File: src/rtl/core/dual_mode_pid_speed_loop_assert.svh
// assertion helpers included by the speed loop top module
`ifndef DUAL_MODE_PID_SPEED_LOOP_ASSERT_SVH
`define DUAL_MODE_PID_SPEED_LOOP_ASSERT_SVH

// property that must hold at every clock edge out of reset
`define DMPID_ASSERT(label, prop, msg) \
  label: assert property (@(posedge clk) disable iff (!rst_n) (prop)) else $error(msg);

// consequence that must hold in the cycle after the trigger
`define DMPID_ASSERT_NEXT(label, trig, cons, msg) \
  label: assert property (@(posedge clk) disable iff (!rst_n) (trig) |=> (cons)) \
    else $error(msg);

`endif

File: src/rtl/core/dmpid_pkg.sv
package dmpid_pkg;

  localparam int FRAC_BITS = 8;
  localparam int ACC_W     = 48;
  localparam int ERR_W     = 17;
  localparam int D1_W      = ERR_W + 1;
  localparam int D2_W      = ERR_W + 3;
  localparam int GAIN_W    = 24;
  localparam int DUTY_W    = 16;
  localparam int PROD_W    = GAIN_W + 1 + D2_W;
  localparam int SUM_W     = ACC_W + 4;
  localparam int CFG_IDX_W = 3;
  localparam int CFG_DAT_W = 24;

  typedef logic signed [ERR_W-1:0] err_t;
  typedef logic signed [ACC_W-1:0] acc_t;

  typedef enum logic [CFG_IDX_W-1:0] {
    REG_MODE     = 3'd0,
    REG_GAIN_P   = 3'd1,
    REG_GAIN_I   = 3'd2,
    REG_GAIN_D   = 3'd3,
    REG_DUTY_CAP = 3'd4
  } reg_idx_t;

  typedef struct packed {
    logic              incremental_mode;
    logic [GAIN_W-1:0] gain_p;
    logic [GAIN_W-1:0] gain_i;
    logic [GAIN_W-1:0] gain_d;
    logic [DUTY_W-1:0] duty_cap;
  } cfg_t;

  typedef struct packed {
    err_t e1;
    err_t e2;
    acc_t integral;
    acc_t out_acc;
  } state_t;

  typedef struct packed {
    logic [DUTY_W-1:0] duty;
    logic              clamped;
  } res_t;

  // saturate a wide sum to the accumulator range
  function automatic acc_t sat_acc(input logic signed [SUM_W-1:0] v);
    logic in_range;
    acc_t r;
    in_range = (&v[SUM_W-1:ACC_W-1]) || !(|v[SUM_W-1:ACC_W-1]);
    if (in_range) r = v[ACC_W-1:0];
    else if (v[SUM_W-1]) r = {1'b1, {(ACC_W-1){1'b0}}};
    else r = {1'b0, {(ACC_W-1){1'b1}}};
    return r;
  endfunction

endpackage

File: src/rtl/core/dual_mode_pid_speed_loop.sv
// Speed-loop PID controller with an incremental and a positional form, chosen by the
// incremental_mode register. Each input transaction carries one control period's target
// speed and measured encoder count and yields exactly one output transaction with the
// clamped duty (integer part of the Q.8 controller output) and a flag set when the output
// was limited to 0 or the duty cap. A transaction is registered, then evaluated
// combinationally by three 25x20 multipliers and a saturating add tree that feed the stored
// errors and accumulators back, so one transaction is taken every clock unless the output
// stalls, and out_tvalid comes through the input and output registers. The gains are
// unsigned Q16.8; the integral (positional form only) and the output accumulator saturate
// at the 48 bit signed range, and the stored output is always the clamped one, so switching
// form keeps the state. The user must write configuration only while the pipeline is empty;
// the block does not enforce it. cfg_ready is always high and unknown indexes are ignored.
module dual_mode_pid_speed_loop (
  input  logic                               clk,
  input  logic                               rst_n,
  // input stream, tdata: target_speed [14:0], measured_speed [30:15], zero [31]
  input  logic                               in_tvalid,
  output logic                               in_tready,
  input  logic [31:0]                        in_tdata,
  // output stream, tdata: duty [15:0]
  output logic                               out_tvalid,
  input  logic                               out_tready,
  output logic [dmpid_pkg::DUTY_W-1:0]       out_tdata,
  // output stream, tuser: clamped [0]
  output logic                               out_tuser,
  // register write channel
  input  logic                               cfg_valid,
  output logic                               cfg_ready,
  input  logic [dmpid_pkg::CFG_IDX_W-1:0]    cfg_index,
  input  logic [dmpid_pkg::CFG_DAT_W-1:0]    cfg_data
);
  import dmpid_pkg::*;

  `include "dual_mode_pid_speed_loop_assert.svh"

  cfg_t               cfg_r, cfg_nxt;
  state_t             state_r, state_nxt;
  res_t               res_nxt;
  res_t               out_res_r;
  logic               out_valid_r;
  logic               s0_valid_r;
  logic [14:0]        s0_target_r;
  logic signed [15:0] s0_measured_r;
  logic               advance;
  logic               fire;

  // the output register frees up when empty or taken in this cycle
  assign advance   = !out_valid_r || out_tready;
  assign fire      = s0_valid_r && advance;
  assign in_tready = !s0_valid_r || advance;
  assign cfg_ready = 1'b1;

  // register file write
  always_comb begin
    cfg_nxt = cfg_r;
    if (cfg_valid) begin
      case (cfg_index)
        REG_MODE:     cfg_nxt.incremental_mode = cfg_data[0];
        REG_GAIN_P:   cfg_nxt.gain_p           = cfg_data[GAIN_W-1:0];
        REG_GAIN_I:   cfg_nxt.gain_i           = cfg_data[GAIN_W-1:0];
        REG_GAIN_D:   cfg_nxt.gain_d           = cfg_data[GAIN_W-1:0];
        REG_DUTY_CAP: cfg_nxt.duty_cap         = cfg_data[DUTY_W-1:0];
        default:      cfg_nxt = cfg_r;
      endcase
    end
  end

  always_ff @(posedge clk) begin
    if (!rst_n) begin
      cfg_r.incremental_mode <= 1'b1;
      cfg_r.gain_p           <= '0;
      cfg_r.gain_i           <= '0;
      cfg_r.gain_d           <= '0;
      cfg_r.duty_cap         <= DUTY_W'(1000);
    end else begin
      cfg_r <= cfg_nxt;
    end
  end

  // input register
  always_ff @(posedge clk) begin
    if (!rst_n) begin
      s0_valid_r <= 1'b0;
    end else if (in_tready) begin
      s0_valid_r <= in_tvalid;
    end
  end

  always_ff @(posedge clk) begin
    if (in_tready && in_tvalid) begin
      s0_target_r   <= in_tdata[14:0];
      s0_measured_r <= $signed(in_tdata[30:15]);
    end
  end

  // control law and clamp
  dmpid_calc u_calc (
    .cfg            (cfg_r),
    .state          (state_r),
    .target_speed   (s0_target_r),
    .measured_speed (s0_measured_r),
    .state_nxt      (state_nxt),
    .res            (res_nxt)
  );

  // loop state moves only when a transaction is evaluated
  always_ff @(posedge clk) begin
    if (!rst_n) begin
      state_r <= '0;
    end else if (fire) begin
      state_r <= state_nxt;
    end
  end

  // output register
  always_ff @(posedge clk) begin
    if (!rst_n) begin
      out_valid_r <= 1'b0;
    end else if (advance) begin
      out_valid_r <= s0_valid_r;
    end
  end

  always_ff @(posedge clk) begin
    if (fire) begin
      out_res_r <= res_nxt;
    end
  end

  assign out_tvalid = out_valid_r;
  assign out_tdata  = out_res_r.duty;
  assign out_tuser  = out_res_r.clamped;

  // reported duty is the integer part of the stored output
  `DMPID_ASSERT_NEXT(a_duty_matches_acc, fire,
    out_tvalid && out_tdata == state_r.out_acc[FRAC_BITS+DUTY_W-1:FRAC_BITS],
    "duty does not match the stored output")
  // stored output is never negative
  `DMPID_ASSERT(a_acc_not_negative, !state_r.out_acc[ACC_W-1],
    "output accumulator went negative")
  // integral holds in incremental form
  `DMPID_ASSERT_NEXT(a_integral_holds, fire && cfg_r.incremental_mode,
    $stable(state_r.integral), "integral moved in incremental form")
  // error history shifts by one per transaction
  `DMPID_ASSERT_NEXT(a_error_shift, fire, state_r.e2 == $past(state_r.e1),
    "error history did not shift")

endmodule

File: src/rtl/core/dmpid_calc.sv
module dmpid_calc (
  input  dmpid_pkg::cfg_t          cfg,
  input  dmpid_pkg::state_t        state,
  input  logic [14:0]              target_speed,
  input  logic signed [15:0]       measured_speed,
  output dmpid_pkg::state_t        state_nxt,
  output dmpid_pkg::res_t          res
);
  import dmpid_pkg::*;

  err_t                     e0;
  logic signed [D1_W-1:0]   diff1;
  logic signed [D2_W-1:0]   diff2;
  logic signed [D2_W-1:0]   e0_x;
  logic signed [D2_W-1:0]   op_p;
  logic signed [D2_W-1:0]   op_d;
  logic signed [GAIN_W:0]   gp, gi, gd;
  logic signed [PROD_W-1:0] prod_p, prod_i, prod_d;
  logic signed [SUM_W-1:0]  sum_inc, sum_int, sum_pos;
  acc_t                     int_nxt;
  acc_t                     y_sat;
  acc_t                     y;
  acc_t                     limit;
  logic                     clamped;

  // error fits 17 bits signed for all input patterns
  assign e0    = $signed({2'b00, target_speed}) - $signed({measured_speed[15], measured_speed});
  assign diff1 = $signed({e0[ERR_W-1], e0}) - $signed({state.e1[ERR_W-1], state.e1});
  assign diff2 = D2_W'(e0) - (D2_W'($signed(state.e1)) <<< 1) + D2_W'($signed(state.e2));
  assign e0_x  = D2_W'(e0);

  // operands steered by mode so three multipliers serve both forms
  assign op_p = cfg.incremental_mode ? D2_W'(diff1) : e0_x;
  assign op_d = cfg.incremental_mode ? diff2 : D2_W'(diff1);

  assign gp = $signed({1'b0, cfg.gain_p});
  assign gi = $signed({1'b0, cfg.gain_i});
  assign gd = $signed({1'b0, cfg.gain_d});

  assign prod_p = gp * op_p;
  assign prod_i = gi * e0_x;
  assign prod_d = gd * op_d;

  assign sum_inc = SUM_W'($signed(state.out_acc)) + SUM_W'(prod_p) + SUM_W'(prod_i)
                 + SUM_W'(prod_d);
  assign sum_int = SUM_W'($signed(state.integral)) + SUM_W'(prod_i);
  assign int_nxt = sat_acc(sum_int);
  assign sum_pos = SUM_W'(int_nxt) + SUM_W'(prod_p) + SUM_W'(prod_d);

  assign y_sat = cfg.incremental_mode ? sat_acc(sum_inc) : sat_acc(sum_pos);
  assign limit = acc_t'({cfg.duty_cap, {FRAC_BITS{1'b0}}});

  always_comb begin
    y       = y_sat;
    clamped = 1'b0;
    if (y_sat > limit) begin
      y       = limit;
      clamped = 1'b1;
    end else if (y_sat < 0) begin
      y       = '0;
      clamped = 1'b1;
    end
  end

  always_comb begin
    state_nxt.e1       = e0;
    state_nxt.e2       = state.e1;
    state_nxt.integral = cfg.incremental_mode ? state.integral : int_nxt;
    state_nxt.out_acc  = y;
    res.duty           = y[FRAC_BITS+DUTY_W-1:FRAC_BITS];
    res.clamped        = clamped;
  end

endmodule

File: config.mk
export PLATFORM = sky130hd
export DESIGN_NAME = dual_mode_pid_speed_loop
export DESIGN_NICKNAME = d
export VERILOG_FILES = /design/src/rtl/core/dmpid_pkg.sv /design/src/rtl/core/dual_mode_pid_speed_loop.sv /design/src/rtl/core/dmpid_calc.sv
export VERILOG_INCLUDE_DIRS = /design/src /design/src/rtl/core
export SDC_FILE = /design/constraint.sdc
export NUM_CORES = 2
export LEC_CHECK = 0
export ABC_AREA = 0
export BUFFER_PORTS_ARGS = -buffer_cell sky130_fd_sc_hd__buf_2
export CORE_AREA = 2 2 324 326
export CTS_BUF_LIST = sky130_fd_sc_hd__clkbuf_16
export DETAILED_ROUTE_END_ITERATION = 10
export DIE_AREA = 0 0 326 328
export GPL_TIMING_DRIVEN = 0
export PLACE_DENSITY = 0.9
export SLEW_MARGIN = 10
export SYNTH_ARGS = -nofsm -noshare
export SYNTH_HDL_FRONTEND = slang
export SYNTH_SLANG_ARGS = --single-unit
export TNS_END_PERCENT = 50
File: constraint.sdc
create_clock -name clk -period 32.9 [get_ports clk]
set_input_delay 1.645 -clock clk [delete_from_list [all_inputs] [get_ports clk]]
set_output_delay 1.645 -clock clk [all_outputs]
set_load 0.1 [all_outputs]
==> summary.md <==
| Metric | Value |
|---|---|
| Worst r2r src | s0_measured_r[1] |
| Synth Flop Type | dfxtp_1 |
| Max Clock Freq | 39.2 MHz |
| DR iter-0 viols | 7324 |
| Most frequent cell after synthesis | inv_1 |
| Measured slew at the worst slew-check pin | about 1400 ps |
| Warnings, synthesis | 0 |
| Run status | finished, final reports clean |
| CORE AREA | slightly above 100000 um2 |
| Remaining global-route overflow | 0 |
| CTS resizes | 0 |
| Mapped Nets | approximately 11000 |
| Total power | approximately 0.0076 W |
| Max VDD drop | 207 uV |
| CP max FO | 11 |
| Sequential power share | 0.048 |
| Crit-path most repeated cell | o21ai_0 |
| Setup Buffers After CTS | 0 |
| Clk_skew | roughly 26 ps |
| Pwr Density | roughly 100 nW/um2 |
| First-pass GRT wire length | approximately 390000 um |
| CTS tree | built |
| Initial core utilization | 0.697 |
| Post-Syn Area | between 70000 and 80000 um2 |
| Hold Buf Count CTS | 0 |
| Register Area | about 6000 um2 |
| IO Port Bufs | slightly above 80 |
| Switch Pwr | 0.00478 W |
| Clock latency on the worst-skew pair | between 600 and 700 ps |
| EDFF count, synth | 48 |
| Hpwl dp | about 220000 um |
| Area Overhead vs Synth | 5.05% |
| Sw frac | 0.628 |
| Maxcap violations | 0 |
| CP endpoint kind | flop |
| Hold path start | state_r[128] |
| Yosys reg bits | 268 |
| Die Ht | about 330 um |
| CTS clk-pin slew, worst paths | roughly 60 ps |
| FFs w/ async S/R, synth | 0 |
| Hold Vio Cnt, Final | 0 |
| Setup Crit Path Kind | reg -> reg |
| Synthesized area per cell | around 8.4 um2 |
| Largest stage delay, worst path | ~1100 ps |
| Fraction of layout cells with a size suffix above 1 | 0.0325 |
| Die area | 107000 um2 |
| Slew Limit Fails | 0 |
| CTS Buf Count | 31 |
| Slew headroom | 0.0651 |
| Detailed Routing Iterations Pass 1 | 9 |
| # fillers | 7734 |
| Largest net degree at the start of global routing | 32 |
| Util after Layout | 0.732 |
| Routed len/inst | around 25 um |
| Combinational group share of total power | 0.902 |
| Critical-path top delay cell | xor2_1 |
| Gate count after technology mapping | approximately 8600 |
| Fin crit share | 0.776 |
| DRC | 0 |
| Worst setup SP type | flop |
| Die W | 326 um |
| Top post-synthesis cells by area | fa_1, ha_1, inv_1, nand2_1, dfxtp_1 |
| Clock network fraction of total power | 0.050 |
| Rows | roughly 120 |
| Multi-input logic area | around 60000 um2 |
| Data arrival, critical path | ~26000 ps |
| CP required | between 30000 and 40000 ps |
| Crit path from | s0_measured_r[1] |
| Endpoints failing setup | 0 |
| Clock tree buffer depth | 3 |
| Sequential share of the synthesized area | 0.0813 |
| Internal Power | between 0.002 and 0.003 W |
| Synth area leader | fa_1 |
| Number of global-route vias before repair | 66700 |
| Drt total wl | around 260000 um |
| Final RePlAce weighted congestion | approximately 1.1 |
| I/O pins | 84 |
| RSZ-0062 raised after global routing | false |
| Post-synth top area share | 0.343 |
| Total GRT Usage | 0.486 |
| Vias/cell | between 6 and 7 |
| Final ANT Viol Nets | 0 |
| Clk sink count | 268 |
| Commonest cells in the netlist | inv_1, nand2_1, fa_1, ha_1, a21oi_1 |
| Yosys cell types | 91 |
| Clk root buf | clkbuf_16 |
| DR vias | between 60000 and 70000 |
| Initial antenna violation count | 16 |
| Leakage power | roughly 37 nW |
| Post-route setup TNS | 0 ps |
| Fin crit period | between 20000 and 30000 ps |
| H-tree depth | 1 |
| Worst hold path type | reg -> reg |
| Final layout net count | 10800 |
-- cell type report --
cell class	instances	share of cell area
multi-input combinational	6389	0.781
sequential	268	0.0774
inverter	1525	0.0758
tap	1380	0.0229
buffer	415	0.0211
clock buffer	31	0.0103
timing repair buffer	94	0.00757
clock inverter	25	0.00354
antenna	5	0.000166
-- final timing paths --
kind | to | slack [ps] | depth (start not counted)
worst max register to register | out_tdata[7] | 7370 | 77
worst max-delay path | out_tdata[7] | 7370 | 77
worst min register to register | state_r[111] | 460 | 2
worst min-delay path | state_r[111] | 460 | 2
-- state kept, by name (all words and copies together) (netlist names) --
register	flops
cfg_r	89
out_tdata	16
out_tuser	1
out_tvalid	1
s0_measured_r	16
s0_target_r	15
s0_valid_r	1
state_r	129
-- through the flow --
| stage | area [um2] | cells | setup slack, ps | hold WS [ps] |
|---|---|---|---|---|
| after floorplan | 71900 | 8597 | 14750 | 432 |
| after global placement | 74000 | 10100 | 7530 | 438 |
| after detailed placement | 74400 | 10100 | 8730 | 450 |
| after CTS | 75500 | 10100 | 8610 | 457 |
| after global routing | 75500 | 10100 | 6790 | 480 |
| final | 75500 | 10100 | 7370 | 460 |
-- metal layers --
layer / part of all wire / vias up / global-route usage
met1: 0.35 / 31200 / 0.584
met4: 0.091 / 14 / 0.353
li1: - / 27500 / -
met2: 0.43 / 4242 / 0.728
met3: 0.14 / 1232 / 0.168
met5: 0.00041 / - / 0
-- cell families after synthesis --
| group | count (synthesis) | synth area share |
|---|---|---|
| compound gates | 1398 | 0.128 |
| xor+xnor | 293 | 0.0357 |
| fa+ha+maj | 2002 | 0.477 |
| buf+inv | 1940 | 0.102 |
| flops | 268 | 0.0813 |
| mux | 23 | 0.00348 |
| other cells | 1 | 0.0000522 |
| simple gates | 2672 | 0.173 |
-- power groups by stage --
stage / sequential [W] / combinational [W] / clock (W)
2_1_floorplan: 0.000385 / 0.00450 / 0
3_3_place_gp: 0.000369 / 0.00641 / 0
3_5_place_dp: 0.000368 / 0.00654 / 0
4_1_cts: 0.000362 / 0.00660 / 0.000376
5_1_grt: 0.000363 / 0.00737 / 0.000389
6_report: 0.000362 / 0.00687 / 0.000380
-- critical path, delay by kind of cell, from the launching register on --
kind / cells / cell delay, ps
AO/OA/AOI/OAI: 35 / 10790
adder cells (fa/ha/maj): 14 / 5960
buffers and inverters: 11 / 3770
AND/OR/NAND/NOR: 15 / 3000
XOR/XNOR: 2 / 1340
flip-flops: 1 / 450
-- placed cells by master (no fill, tap or decap), drive strengths merged, types with 55 or more instances in the layout --
cell type	netlist	routed
nand3	86	86
a211oi	73	73
dfxtp	220	220
nor3	114	114
buf	43	137
nand2	1329	1329
a21o	145	145
nand2b	103	103
a21oi	438	438
nor2b	151	151
o21ai	221	221
xor2	110	110
nor2	334	334
xnor2	183	183
fa	1233	1233
ha	769	769
and2	347	347
inv	1524	1531
clkbuf	372	403
a21boi	58	58
and3	55	55
No activity file was read; power rests on OpenSTA's default activity.
